**config.mk**
```make
export PLATFORM = sky130hd
export DESIGN_NAME = brightness_fade_ramp
export DESIGN_NICKNAME = d
export VERILOG_FILES = /design/src/rtl/brfade_pkg.sv /design/src/rtl/brightness_fade_ramp.sv
export SDC_FILE = /design/constraint.sdc
export NUM_CORES = 1
export LEC_CHECK = 0
export BUFFER_PORTS_ARGS = -buffer_cell sky130_fd_sc_hd__buf_2
export CAP_MARGIN = 20
export CORE_UTILIZATION = 40
export CTS_CLUSTER_SIZE = 14
export DETAILED_ROUTE_END_ITERATION = 6
export PLACE_DENSITY_LB_ADDON = 0.05
export SETUP_SLACK_MARGIN = 0.2
export SLEW_MARGIN = 20
export SYNTH_ARGS = -nofsm -noshare
export SYNTH_HDL_FRONTEND = slang
export SYNTH_SLANG_ARGS = --single-unit
```
**constraint.sdc**
```tcl
create_clock -name aclk -period 11.65 [get_ports aclk]
set_input_delay 0.5825 -clock aclk [delete_from_list [all_inputs] [get_ports aclk]]
set_output_delay 0.5825 -clock aclk [all_outputs]
set_load 0.01 [all_outputs]
```
**src/rtl/brfade_pkg.sv**
```systemverilog
package brfade_pkg;

    localparam int unsigned LEVEL_W       = 8;
    localparam int unsigned DUR_W         = 16;
    localparam int unsigned CFG_IDX_W     = 1;
    localparam int unsigned TIME_BITS_DEF = 16;
    localparam int unsigned LEN_RST_MS    = 1000;

    localparam logic [LEVEL_W-1:0] NORMAL_RST = 8'd255;
    localparam logic [LEVEL_W-1:0] DIMMED_RST = 8'd10;

    typedef enum logic [1:0] {
        ACT_TICK     = 2'd0,
        ACT_DIM      = 2'd1,
        ACT_BRIGHTEN = 2'd2
    } action_t;

    typedef enum logic [CFG_IDX_W-1:0] {
        REG_NORMAL = 1'd0,
        REG_DIMMED = 1'd1
    } cfg_reg_t;

    typedef enum logic [3:0] {
        MODE_BRIGHT      = 4'b0001,
        MODE_DIMMING     = 4'b0010,
        MODE_DIMMED      = 4'b0100,
        MODE_BRIGHTENING = 4'b1000
    } fade_mode_t;

    typedef enum logic [3:0] {
        ST_IDLE = 4'b0001,
        ST_MUL  = 4'b0010,
        ST_DIV  = 4'b0100,
        ST_OUT  = 4'b1000
    } seq_state_t;

endpackage

```
**src/rtl/brightness_fade_ramp.sv**
```systemverilog
// Linear contrast fade between normal_level and dimmed_level. Dim and brighten
// items start a fade of duration_ms milliseconds and give no result; each tick
// item during a fade gives one level, floor(range*elapsed/length) away from the
// starting level, with done_res set on the last. A tick mid-fade builds the
// product range*elapsed one range bit per cycle in ST_MUL, then an 8-bit
// restoring division gives one quotient bit per cycle in ST_DIV, then ST_OUT
// loads the level into the output register once any earlier result is taken.
// A tick that ends the fade skips both passes. The next item is taken while a
// result waits in the output register. Configuration writes are taken in any
// cycle and are meant for idle periods.
module brightness_fade_ramp
    import brfade_pkg::*;
#(
    parameter int unsigned TIME_BITS = TIME_BITS_DEF
) (
    input  logic                 aclk,
    input  logic                 aresetn,
    input  logic                 cfg_valid,
    output logic                 cfg_ready,
    input  logic [CFG_IDX_W-1:0] cfg_index,
    input  logic [LEVEL_W-1:0]   cfg_data,
    input  logic                 s_valid,
    output logic                 s_ready,
    input  logic [1:0]           s_action,
    input  logic [DUR_W-1:0]     s_duration_ms,
    output logic                 m_valid,
    input  logic                 m_ready,
    output logic [LEVEL_W-1:0]   m_level,
    output logic                 m_done_res
);

    localparam int unsigned PW    = TIME_BITS + LEVEL_W;
    localparam int unsigned CNT_W = $clog2(LEVEL_W);
    localparam logic [31:0] TIME_MAX = 32'((64'd1 << TIME_BITS) - 64'd1);
    localparam logic [TIME_BITS-1:0] LEN_RST =
        (32'(LEN_RST_MS) > TIME_MAX) ? TIME_MAX[TIME_BITS-1:0] : TIME_BITS'(LEN_RST_MS);
    localparam logic [CNT_W-1:0] CNT_LAST = CNT_W'(LEVEL_W - 1);

    seq_state_t            st_reg, st_next;
    fade_mode_t            mode_reg, mode_next;
    logic [TIME_BITS-1:0]  elapsed_reg, elapsed_next;
    logic [TIME_BITS-1:0]  length_reg, length_next;
    logic [LEVEL_W-1:0]    normal_reg, normal_next;
    logic [LEVEL_W-1:0]    dimmed_reg, dimmed_next;
    logic                  dim_reg, dim_next;
    logic                  done_reg, done_next;
    logic [LEVEL_W-1:0]    dig_reg, dig_next;
    logic [PW-1:0]         work_reg, work_next;
    logic [PW-1:0]         dsh_reg, dsh_next;
    logic [CNT_W-1:0]      cnt_reg, cnt_next;
    logic                  m_valid_reg, m_valid_next;
    logic [LEVEL_W-1:0]    m_level_reg, m_level_next;
    logic                  m_done_reg, m_done_next;

    logic                  s_accept;
    logic                  fading;
    logic [TIME_BITS-1:0]  elapsed_inc;
    logic [TIME_BITS-1:0]  dur_sat;
    logic [LEVEL_W-1:0]    range;
    logic [31:0]           dur_ext;

    assign cfg_ready  = 1'b1;
    assign s_ready    = (st_reg == ST_IDLE);
    assign s_accept   = s_valid && s_ready;
    assign m_valid    = m_valid_reg;
    assign m_level    = m_level_reg;
    assign m_done_res = m_done_reg;

    assign fading      = (mode_reg == MODE_DIMMING) || (mode_reg == MODE_BRIGHTENING);
    assign elapsed_inc = (32'(elapsed_reg) == TIME_MAX) ? elapsed_reg
                                                        : elapsed_reg + 1'b1;
    assign dur_ext     = 32'(s_duration_ms);
    assign dur_sat     = (dur_ext > TIME_MAX) ? TIME_MAX[TIME_BITS-1:0]
                                              : dur_ext[TIME_BITS-1:0];
    assign range       = (normal_reg > dimmed_reg) ? normal_reg - dimmed_reg : '0;

    always_comb begin
        st_next      = st_reg;
        mode_next    = mode_reg;
        elapsed_next = elapsed_reg;
        length_next  = length_reg;
        normal_next  = normal_reg;
        dimmed_next  = dimmed_reg;
        dim_next     = dim_reg;
        done_next    = done_reg;
        dig_next     = dig_reg;
        work_next    = work_reg;
        dsh_next     = dsh_reg;
        cnt_next     = cnt_reg;
        m_valid_next = m_valid_reg;
        m_level_next = m_level_reg;
        m_done_next  = m_done_reg;

        if (cfg_valid && cfg_ready) begin
            unique case (cfg_reg_t'(cfg_index))
                REG_NORMAL: normal_next = cfg_data;
                REG_DIMMED: dimmed_next = cfg_data;
                default:    ;
            endcase
        end

        if (m_valid_reg && m_ready) begin
            m_valid_next = 1'b0;
        end

        unique case (st_reg)
            ST_IDLE: begin
                if (s_accept) begin
                    case (action_t'(s_action))
                        ACT_DIM: begin
                            if (mode_reg == MODE_BRIGHT || mode_reg == MODE_DIMMING) begin
                                length_next  = dur_sat;
                                elapsed_next = '0;
                                mode_next    = MODE_DIMMING;
                            end
                        end
                        ACT_BRIGHTEN: begin
                            if (mode_reg == MODE_DIMMED || mode_reg == MODE_BRIGHTENING) begin
                                length_next  = dur_sat;
                                elapsed_next = '0;
                                mode_next    = MODE_BRIGHTENING;
                            end
                        end
                        ACT_TICK: begin
                            if (fading) begin
                                elapsed_next = elapsed_inc;
                                dim_next     = (mode_reg == MODE_DIMMING);
                                if (elapsed_inc >= length_reg) begin
                                    done_next = 1'b1;
                                    mode_next = (mode_reg == MODE_DIMMING) ? MODE_DIMMED
                                                                           : MODE_BRIGHT;
                                    st_next   = ST_OUT;
                                end else begin
                                    done_next = 1'b0;
                                    dig_next  = range;
                                    work_next = '0;
                                    dsh_next  = PW'({length_reg, {(LEVEL_W-1){1'b0}}});
                                    cnt_next  = '0;
                                    st_next   = ST_MUL;
                                end
                            end
                        end
                        default: ;
                    endcase
                end
            end
            ST_MUL: begin
                // shift-add, range MSB first
                work_next = {work_reg[PW-2:0], 1'b0}
                          + (dig_reg[LEVEL_W-1] ? PW'(elapsed_reg) : '0);
                dig_next  = {dig_reg[LEVEL_W-2:0], 1'b0};
                cnt_next  = cnt_reg + 1'b1;
                if (cnt_reg == CNT_LAST) begin
                    cnt_next = '0;
                    st_next  = ST_DIV;
                end
            end
            ST_DIV: begin
                // quotient bits shift into dig_reg as the divisor shifts down
                if (work_reg >= dsh_reg) begin
                    work_next = work_reg - dsh_reg;
                    dig_next  = {dig_reg[LEVEL_W-2:0], 1'b1};
                end else begin
                    dig_next  = {dig_reg[LEVEL_W-2:0], 1'b0};
                end
                dsh_next = dsh_reg >> 1;
                cnt_next = cnt_reg + 1'b1;
                if (cnt_reg == CNT_LAST) begin
                    cnt_next = '0;
                    st_next  = ST_OUT;
                end
            end
            ST_OUT: begin
                if (!m_valid_reg || m_ready) begin
                    m_valid_next = 1'b1;
                    m_done_next  = done_reg;
                    if (done_reg) begin
                        m_level_next = dim_reg ? dimmed_reg : normal_reg;
                    end else begin
                        m_level_next = dim_reg ? normal_reg - dig_reg : dimmed_reg + dig_reg;
                    end
                    st_next = ST_IDLE;
                end
            end
            default: st_next = ST_IDLE;
        endcase
    end

    always_ff @(posedge aclk) begin
        if (!aresetn) begin
            st_reg      <= ST_IDLE;
            mode_reg    <= MODE_BRIGHT;
            elapsed_reg <= '0;
            length_reg  <= LEN_RST;
            normal_reg  <= NORMAL_RST;
            dimmed_reg  <= DIMMED_RST;
            cnt_reg     <= '0;
            m_valid_reg <= 1'b0;
        end else begin
            st_reg      <= st_next;
            mode_reg    <= mode_next;
            elapsed_reg <= elapsed_next;
            length_reg  <= length_next;
            normal_reg  <= normal_next;
            dimmed_reg  <= dimmed_next;
            cnt_reg     <= cnt_next;
            m_valid_reg <= m_valid_next;
        end
    end

    always_ff @(posedge aclk) begin
        dim_reg     <= dim_next;
        done_reg    <= done_next;
        dig_reg     <= dig_next;
        work_reg    <= work_next;
        dsh_reg     <= dsh_next;
        m_level_reg <= m_level_next;
        m_done_reg  <= m_done_next;
    end

`ifndef SYNTHESIS
    a_mul_to_div: assert property (@(posedge aclk) disable iff (!aresetn)
        (st_reg == ST_MUL && cnt_reg == CNT_LAST) |=> (st_reg == ST_DIV))
        else $error("multiply pass did not hand over to divide");

    a_quot_in_range: assert property (@(posedge aclk) disable iff (!aresetn)
        (st_reg == ST_OUT && !done_reg) |-> (dig_reg < range || range == '0))
        else $error("ramp step not below range");

    a_elapsed_le_len: assert property (@(posedge aclk) disable iff (!aresetn)
        (st_reg == ST_IDLE && fading) |-> (elapsed_reg <= length_reg))
        else $error("fade running past its length");

    a_result_from_out: assert property (@(posedge aclk) disable iff (!aresetn)
        $rose(m_valid_reg) |-> $past(st_reg == ST_OUT))
        else $error("result loaded outside output step");

    a_done_ends_fade: assert property (@(posedge aclk) disable iff (!aresetn)
        (st_reg == ST_OUT && done_reg) |-> !fading)
        else $error("final level while fade still running");
`endif

endmodule
```
==> flow_summary.json, run 1 <==
{
  "run_status": "finished clean",
  "critPathArrivalTime_ps": 5270,
  "clkPwrFrac_pct": 48.8,
  "first_iter_violations": 605,
  "cpMostUsedCell": "sky130_fd_sc_hd__and4_1",
  "final_period_minus_worst_setup_slack_ps": 5222,
  "synth-seq-area-share_pct": 34.62,
  "worstPathRequired_ps": 11690,
  "grt_overflow_total": 0,
  "register_to_register_setup_slack_ps": 6430,
  "max_clock_freq_ghz": 0.1915,
  "cts-root-buf": "sky130_fd_sc_hd__clkbuf_16",
  "grt_pass1_wl_mm": 39.83,
  "wl_mm": 24.92,
  "cts_tree": "yes",
  "die_boundary_height_um": 153.6,
  "timing.max_slew.rel_slack_pct": 33.25,
  "sequentialPowerShare_pct": 43.0,
  "crit_path_cell_trace": "and4_1, and4_1, nand4_1, and2_1, and4_1, xor2_1, ha_1, o2111a_1, a211oi_1, o221ai_1, a211oi_1, o21ai_1, or3b_2",
  "die_outline_area_sq_um": 23600,
  "placement_rows": 55,
  "flip_flop_count_of_the_largest_register_all_copies_and_words_added": 24,
  "postCtsHoldBufs": 0,
  "critical_path_buf_inv_count": 0,
  "timing.critical_path.from_type": "flop",
  "p_comb_share_pct": 8.2,
  "total_of_flip_flops_plus_latches_after_synthesis": 126,
  "cts_inserted_buffers": 17,
  "route.detailed.wl_per_inst_um": 18.21,
  "grt_util_met1_pct": 35.06,
  "finClkSkew_ps": 11.54,
  "floorplan.initialDensity_pct": 40.74,
  "yosysUniqueCellTypes": 77,
  "postSynthNetCount": 1158,
  "htreeDepth": 4,
  "num_vias": 7452,
  "pwr_density_cell_nw_per_um2": 109.6,
  "post_synth_instance_area_sq_um": 9195,
  "grt_pass1_vias": 7045,
  "nets": 1190,
  "die_w_um": 153.6,
  "post_cts.repair.setup_buffers": 0,
  "fin_tns_setup_ps": 0,
  "postRouteAntennaNets": 0,
  "synth-edff-count": 66,
  "unrepaired_setup_endpoints_after_global_routing": "false",
  "top_usage_layer": "met1",
  "post_route_cells_drive_above_1_share_pct": 9.511,
  "critPathCaptureType": "flop",
  "critPathMaxFanout": 24,
  "first_pass_iters": 5,
  "cts.repair.resized": 0,
  "io_pins": 44,
  "setup-violations-final": 0,
  "core_region_area_sq_um": 22570,
  "gr_met2_demand_resource_pct": 30.00,
  "hold_viol_final": 0,
  "post_synth.cell_area_avg_sq_um": 8.858,
  "cts.reportedPaths.clkPinSlew_ps": 60,
  "timing.max_cap.violations": 0,
  "clock_latency_ps": 420,
  "areaGrowthSynthToFinish_pct": 11.48,
  "min_period_over_period_pct": 44.82,
  "switching_power_mw": 0.2810,
  "largest_delay_share_family_worst_path": "simple AND/OR/NAND/NOR gates",
  "p_leak_nw": 4.308,
  "detailed_place_hpwl_mm": 18.86,
  "ir_worst_vdd_mv": 0.09178,
  "globalRouteMet3Util_pct": 2.565,
  "n_antenna_cell": 0,
  "fin_hold_ws_ps": 365.8,
  "clockBufferDepth": 2,
  "yosysWarnings": 0,
  "clock_sinks": 126,
  "synth_top_flop_cell": "sky130_fd_sc_hd__edfxtp_1",
  "finalMaxSlewViolations": 0,
  "place.port_buffers": 42,
  "grt_start_max_net_pins": 41,
  "post-route-drc-count": 0,
  "gp_congestion": 0.8467,
  "synthArstFlopShare_pct": 0,
  "critical_path.max_stage_delay_ps": 790,
  "via_per_inst": 5.447,
  "hold_path.class": "in -> reg",
  "worst_pin_slew_ps": 999.2,
  "switching_fraction_of_total_power_pct": 25.02,
  "synthesis.instances": 1038,
  "critical_path.slowest_cell": "sky130_fd_sc_hd__or3b_2",
  "antenna_found_initial": 0,
  "path_class": "reg -> reg",
  "internal_power_mw": 0.8421,
  "globalRouteTotalUtil_pct": 21.78
}
-- worst register-to-register path, stage by stage (launching register included) --
cell and delay (ps):
sky130_fd_sc_hd__dfxtp_1 490, sky130_fd_sc_hd__and4_1 360, sky130_fd_sc_hd__and4_1 300, sky130_fd_sc_hd__nand4_1 500, sky130_fd_sc_hd__and2_1 410, sky130_fd_sc_hd__and4_1 260
sky130_fd_sc_hd__xor2_1 150, sky130_fd_sc_hd__ha_1 310, sky130_fd_sc_hd__o2111a_1 150, sky130_fd_sc_hd__a211oi_1 230, sky130_fd_sc_hd__o221ai_1 140, sky130_fd_sc_hd__a211oi_1 460
sky130_fd_sc_hd__o21ai_1 270, sky130_fd_sc_hd__or3b_2 790
-- power by group through the flow --
stage / clock (mW) / sequential (mW) / combinational, mW
2_1_floorplan: 0 / 0.488 / 0.0691
3_3_place_gp: 0 / 0.492 / 0.0922
3_5_place_dp: 0 / 0.492 / 0.0924
4_1_cts: 0.559 / 0.482 / 0.0928
5_1_grt: 0.575 / 0.483 / 0.104
6_report: 0.548 / 0.482 / 0.0924
-- kinds of logic (layout without fill, tap and decap cells) --
logic type | count (synthesis) | count (layout) | synth area share, %
xor+xnor | 43 | 43 | 4.096
other cells | 1 | 1 | 0.04078
buf+inv | 112 | 157 | 4.844
compound gates | 273 | 273 | 19.79
flops | 126 | 126 | 34.62
fa+ha+maj | 88 | 88 | 12.38
mux | 31 | 31 | 4.232
simple gates | 364 | 364 | 20.00
-- cell type report --
type	count	area, sq um
timing repair buffer	45	232.7
sequential	126	3183
clock buffer	22	528.0
tap	285	356.6
multi-input combinational	800	5569
clock inverter	10	81.33
fill	2286	12320
inverter	80	300.3
-- synth_stat cells (9+ instances only) --
cell | number | area, sq um
sky130_fd_sc_hd__nand3_1 | 36 | 180.2
sky130_fd_sc_hd__a21oi_1 | 71 | 355.3
sky130_fd_sc_hd__o21ai_0 | 53 | 265.3
sky130_fd_sc_hd__or3_1 | 12 | 75.07
sky130_fd_sc_hd__xor2_1 | 21 | 183.9
sky130_fd_sc_hd__nand4_1 | 17 | 106.4
sky130_fd_sc_hd__edfxtp_1 | 66 | 1982
sky130_fd_sc_hd__nor3_1 | 20 | 100.1
sky130_fd_sc_hd__nand2_1 | 103 | 386.6
sky130_fd_sc_hd__o211ai_1 | 13 | 97.59
sky130_fd_sc_hd__ha_1 | 83 | 1039
sky130_fd_sc_hd__nor2_1 | 68 | 255.2
sky130_fd_sc_hd__a21o_1 | 20 | 150.1
sky130_fd_sc_hd__inv_1 | 80 | 300.3
sky130_fd_sc_hd__nand2b_1 | 24 | 150.1
sky130_fd_sc_hd__nor2b_1 | 16 | 100.1
sky130_fd_sc_hd__and3_1 | 15 | 93.84
sky130_fd_sc_hd__mux2i_1 | 22 | 220.2
sky130_fd_sc_hd__dfxtp_1 | 60 | 1201
sky130_fd_sc_hd__xnor2_1 | 22 | 192.7
sky130_fd_sc_hd__a31oi_1 | 9 | 56.30
sky130_fd_sc_hd__clkbuf_1 | 21 | 78.83
sky130_fd_sc_hd__o31ai_1 | 9 | 67.56
sky130_fd_sc_hd__o21a_1 | 22 | 165.2
sky130_fd_sc_hd__and2_1 | 26 | 162.7
-- metrics by stage --
| step | util [%] | std cells | power (mW) | worst slack, ps | area, sq um |
|---|---|---|---|---|---|
| final | 45.42 | 1368 | 1.123 | 6428 | 10250 |
| after global routing | 45.42 | 1368 | 1.162 | 5904 | 10250 |
| after CTS | 45.42 | 1368 | 1.134 | 6408 | 10250 |
| after detailed placement | 42.72 | 1336 | 0.5844 | 6432 | 9642 |
| after global placement | 42.71 | 1336 | 0.5840 | 6522 | 9639 |
| after floorplan | - | 1038 | 0.5569 | 7760 | 9195 |
-- path summary, 6_finish.rpt --
check	from	endpoint	depth (start not counted)
setup / recovery	elapsed_reg[4]	work_reg[10]	13
hold / removal	s_duration_ms[3]	length_reg[3]	3
setup reg to reg	elapsed_reg[4]	work_reg[10]	13
hold reg to reg	length_reg[6]	length_reg[6]	2
-- cells in the final DEF, fill, tap and decap left out, types with 13 or more instances in the layout --
cell type                   Yosys  layout
sky130_fd_sc_hd__nand2_1      103     103
sky130_fd_sc_hd__ha_1          83      83
sky130_fd_sc_hd__inv_1         80      80
sky130_fd_sc_hd__a21oi_1       71      71
sky130_fd_sc_hd__nor2_1        68      67
sky130_fd_sc_hd__edfxtp_1      66      66
sky130_fd_sc_hd__dfxtp_1       60      60
sky130_fd_sc_hd__o21ai_0       53      53
sky130_fd_sc_hd__buf_2          5      42
sky130_fd_sc_hd__nand3_1       36      36
sky130_fd_sc_hd__and2_1        26      26
sky130_fd_sc_hd__nand2b_1      24      24
sky130_fd_sc_hd__o21a_1        22      22
sky130_fd_sc_hd__xnor2_1       22      22
sky130_fd_sc_hd__mux2i_1       22      22
sky130_fd_sc_hd__xor2_1        21      21
sky130_fd_sc_hd__a21o_1        20      20
sky130_fd_sc_hd__nor3_1        20      20
sky130_fd_sc_hd__clkbuf_16      0      20
sky130_fd_sc_hd__nand4_1       17      17
sky130_fd_sc_hd__nor2b_1       16      16
sky130_fd_sc_hd__and3_1        15      15
sky130_fd_sc_hd__o211ai_1      13      13
-- metal layers --
metal / vias up / wire length [um]
met3: 18 / 928
met4: 0 / 274
met5: - / 0
met1: 3433 / 13830
li1: 3852 / -
met2: 149 / 9880
No activity file was read; power rests on OpenSTA's default activity.
==> inputs of run 2 (changes only) <==
Settings changed: ABC_AREA set to 1.
Clock period 11.65 ns to 5.3 ns, I/O delays scaled along.
==> run 2 against run 1 <==
Combinational power rose to 30 times the previous value; clock power up 120%; cell count up 28%; sequential power rose to 3.4 times the previous value; critical path type unchanged; critical path depth up 4; total power rose to 5.0 times the previous value; synthesized cell count up 33%; fmax up 45%; worst hold slack worse by 300 ps; sequential share of layout area down 1.6 points; core utilization up 0.24 points.
==> flow_summary.json, run 2 <==
{
  "synth.top_cell.area_share_pct": 20.39,
  "finalMaxSlewViolations": 0,
  "ir_worst_vdd_mv": 0.2310,
  "worstPathRequired_ps": 5380,
  "postSynthNetCount": 1497,
  "place_inst": 1713,
  "wl_mm": 28.42,
  "first_pass_iters": 7,
  "floorplan.initialDensity_pct": 41.05,
  "final_cell_mix": "sky130_fd_sc_hd__nand2_1 (343), sky130_fd_sc_hd__inv_1 (193), sky130_fd_sc_hd__a21oi_1 (117), sky130_fd_sc_hd__nor2_1 (116), sky130_fd_sc_hd__o21ai_0 (110)",
  "run_status": "finished clean",
  "rr_endpoint": "work_reg[0]",
  "grt_overflow_total": 0,
  "clockBufferDepth": 2,
  "die_outline_area_sq_um": 24930,
  "path_class": "reg -> reg",
  "critical_path.max_stage_delay_ps": 480,
  "yosysUniqueCellTypes": 55,
  "worst_hold_path.num_cells": 3,
  "max_clock_freq_ghz": 0.2774,
  "finClkSkew_ps": 11.13,
  "postRouteAntennaNets": 0,
  "critical_path_buf_inv_count": 2,
  "highest-signal-layer": "met4",
  "met3_length_mm": 1.372,
  "hold_viol_final": 0,
  "post_route_cells_drive_above_1_share_pct": 8.836,
  "postCtsHoldBufs": 0,
  "wl_met1_mm": 14.17,
  "synthTopCellsByCount": "sky130_fd_sc_hd__nand2_1 (343), sky130_fd_sc_hd__inv_1 (193), sky130_fd_sc_hd__a21oi_1 (118), sky130_fd_sc_hd__nor2_1 (117), sky130_fd_sc_hd__o21ai_0 (110)",
  "post_synth.cell_area_avg_sq_um": 7.059,
  "yosysWarnings": 0,
  "core_region_area_sq_um": 23680,
  "areaGrowthSynthToFinish_pct": 11.22,
  "synthDominantAreaCellType": "sky130_fd_sc_hd__edfxtp_1",
  "worstRegToRegCells": 17,
  "cts-root-buf": "sky130_fd_sc_hd__clkbuf_16",
  "min_to": "length_reg[9]",
  "n_fill_cell": 2535,
  "critPathMaxFanout": 24,
  "synthesis.instances": 1377,
  "register_to_register_setup_slack_ps": 1700,
  "critPathArrivalTime_ps": 3690,
  "route.detailed.wl_per_inst_um": 16.28,
  "grt_pass1_vias": 8431,
  "unrepaired_setup_endpoints_after_global_routing": "false",
  "num_vias": 9070,
  "largest_delay_share_family_worst_path": "simple AND/OR/NAND/NOR gates",
  "cts_inserted_buffers": 17,
  "cell_with_the_most_instances_after_synthesis": "sky130_fd_sc_hd__nand2_1",
  "report.power.total_mw": 5.652,
  "htreeDepth": 4,
  "cts.repair.resized": 0,
  "cts_tree": "yes",
  "via_per_inst": 5.195,
  "gp_congestion": 0.9146,
  "synth_top_flop_cell": "sky130_fd_sc_hd__edfxtp_1",
  "timing.rr.start": "elapsed_reg[0]",
  "post_cts.repair.setup_buffers": 0,
  "min_period_over_period_pct": 68.00,
  "fin_hold_ws_ps": 63.29,
  "total_of_flip_flops_plus_latches_after_synthesis": 126,
  "p_leak_nw": 5.170,
  "hold_path.class": "in -> reg",
  "cpMostUsedCell": "sky130_fd_sc_hd__nand2_1",
  "post-route-drc-count": 0,
  "instances_no_fill": 1746,
  "synthArstFlopShare_pct": 0,
  "timing.max_slew.rel_slack_pct": 31.20,
  "placement_rows": 56,
  "hold_start": "s_duration_ms[9]",
  "layout.cells.most_common": "sky130_fd_sc_hd__nand2_1",
  "synth-edff-count": 66,
  "timing.max_cap.violations": 0,
  "cts.reportedPaths.clkPinSlew_ps": 70,
  "clock_latency_ps": 430,
  "routed_length_on_met2_mm": 12.50,
  "grt_start_max_net_pins": 52,
  "die_boundary_height_um": 157.9,
  "final_period_minus_worst_setup_slack_ps": 3604,
  "nets": 1533,
  "dpl-instance-area_sq_um": 10220,
  "post_synth_main_area_contributors": "sky130_fd_sc_hd__edfxtp_1 (20%), sky130_fd_sc_hd__nand2_1 (13%), sky130_fd_sc_hd__dfxtp_1 (12%), sky130_fd_sc_hd__ha_1 (11%), sky130_fd_sc_hd__inv_1 (7.5%)",
  "setup-violations-final": 0,
  "worst_pin_slew_ps": 1028,
  "pwr_density_cell_nw_per_um2": 522.8,
  "place.port_buffers": 42,
  "clock_sinks": 126,
  "io_pins": 44,
  "detailed_place_hpwl_mm": 22.65,
  "die_w_um": 157.9,
  "timing.critical_path.from_type": "flop",
  "first_iter_violations": 628,
  "antenna_found_initial": 1,
  "stdcell_area_sq_um": 10810,
  "flip_flop_count_of_the_largest_register_all_copies_and_words_added": 24,
  "critPathCaptureType": "flop",
  "synth-seq-area-share_pct": 32.75,
  "fin_tns_setup_ps": 0,
  "post_synth_instance_area_sq_um": 9721,
  "critical_path.slowest_cell": "sky130_fd_sc_hd__dfxtp_1",
  "crit_path_cell_trace": "ha_1, and3_1, nand2_1, nor2_4, inv_2, o21ai_0, ha_1, nand2_1, nor2_1, a21oi_1, nand3_1, nand2_1, nand2_1, nand2_1, nand2_1, nor2_2, buf_4",
  "grt_pass1_wl_mm": 45.28,
  "globalRouteTotalUtil_pct": 23.89
}
-- run 2: cell count changes after synthesis, sizes merged, moves of 16 or more --
cell / change
mux2i: -22
a21oi: +54
and2: -24
nor2: +56
nor2b: -16
o21ai: +59
inv: +116
nand2b: -24
nand3: +54
nand2: +253
o21a: -21
-- run 2: how the worst max path moves through the flow --
stage | startpoint | endpoint | slack [ps] | cells after the start
after global placement | elapsed_reg[0] | work_reg[8] | 1800 | 17
after CTS | elapsed_reg[0] | work_reg[3] | 1680 | 17
after detailed placement | elapsed_reg[0] | work_reg[0] | 1690 | 17
after global routing | elapsed_reg[0] | work_reg[3] | 1330 | 17
final | elapsed_reg[0] | work_reg[0] | 1700 | 17
after floorplan | elapsed_reg[1] | dsh_reg[0] | 1560 | 17
-- run 2: kinds of logic (layout without fill, tap and decap cells) --
logic type	count (synthesis)	in the layout	synth area share, %
flops	126	126	32.75
fa+ha+maj	88	88	11.71
simple gates	622	622	27.74
compound gates	289	289	16.49
xor+xnor	23	23	2.072
other cells	1	2	0.03858
buf+inv	228	277	9.203
-- run 2: through the flow --
stage	util, %	worst slack, ps
4_1_cts	45.64	1681
3_3_place_gp	43.16	1804
5_1_grt	45.64	1333
6_report	45.65	1696
2_1_floorplan	-	1562
3_5_place_dp	43.16	1694
-- run 2: per-layer routing --
| layer | track usage (%) | vias up |
|---|---|---|
| met5 | 0 | - |
| met4 | 5.640 | 0 |
| met3 | 3.504 | 36 |
| met2 | 37.49 | 225 |
| met1 | 34.24 | 4155 |
| li1 | - | 4654 |
-- run 2: worst min-delay path: cells and delay by family --
kind | cells | cell delay (ps)
AO/OA/AOI/OAI | 2 | 110
buffers and inverters | 1 | 80
-- run 2: power breakdown --
part / leakage (nW) / total (mW) / internal [mW] / switching, mW
combinational: 3.78 / 2.81 / 0.878 / 1.93
sequential: 1.11 / 1.65 / 1.41 / 0.237
clock: 0.276 / 1.19 / 0.702 / 0.491
-- run 2: area by class of cell --
type                            count  area (sq um)  area share (%)
Timing Repair Buffer               45         232.7           2.153
Inverter                          200         752.0           6.955
Clock buffer                       18         429.2           3.969
Multi-Input combinational cell   1023          5654           52.30
Sequential cell                   126          3183           29.44
Clock inverter                     14         158.9           1.470
Tap cell                          319         399.1           3.692
Antenna cell                        1         2.502         0.02315
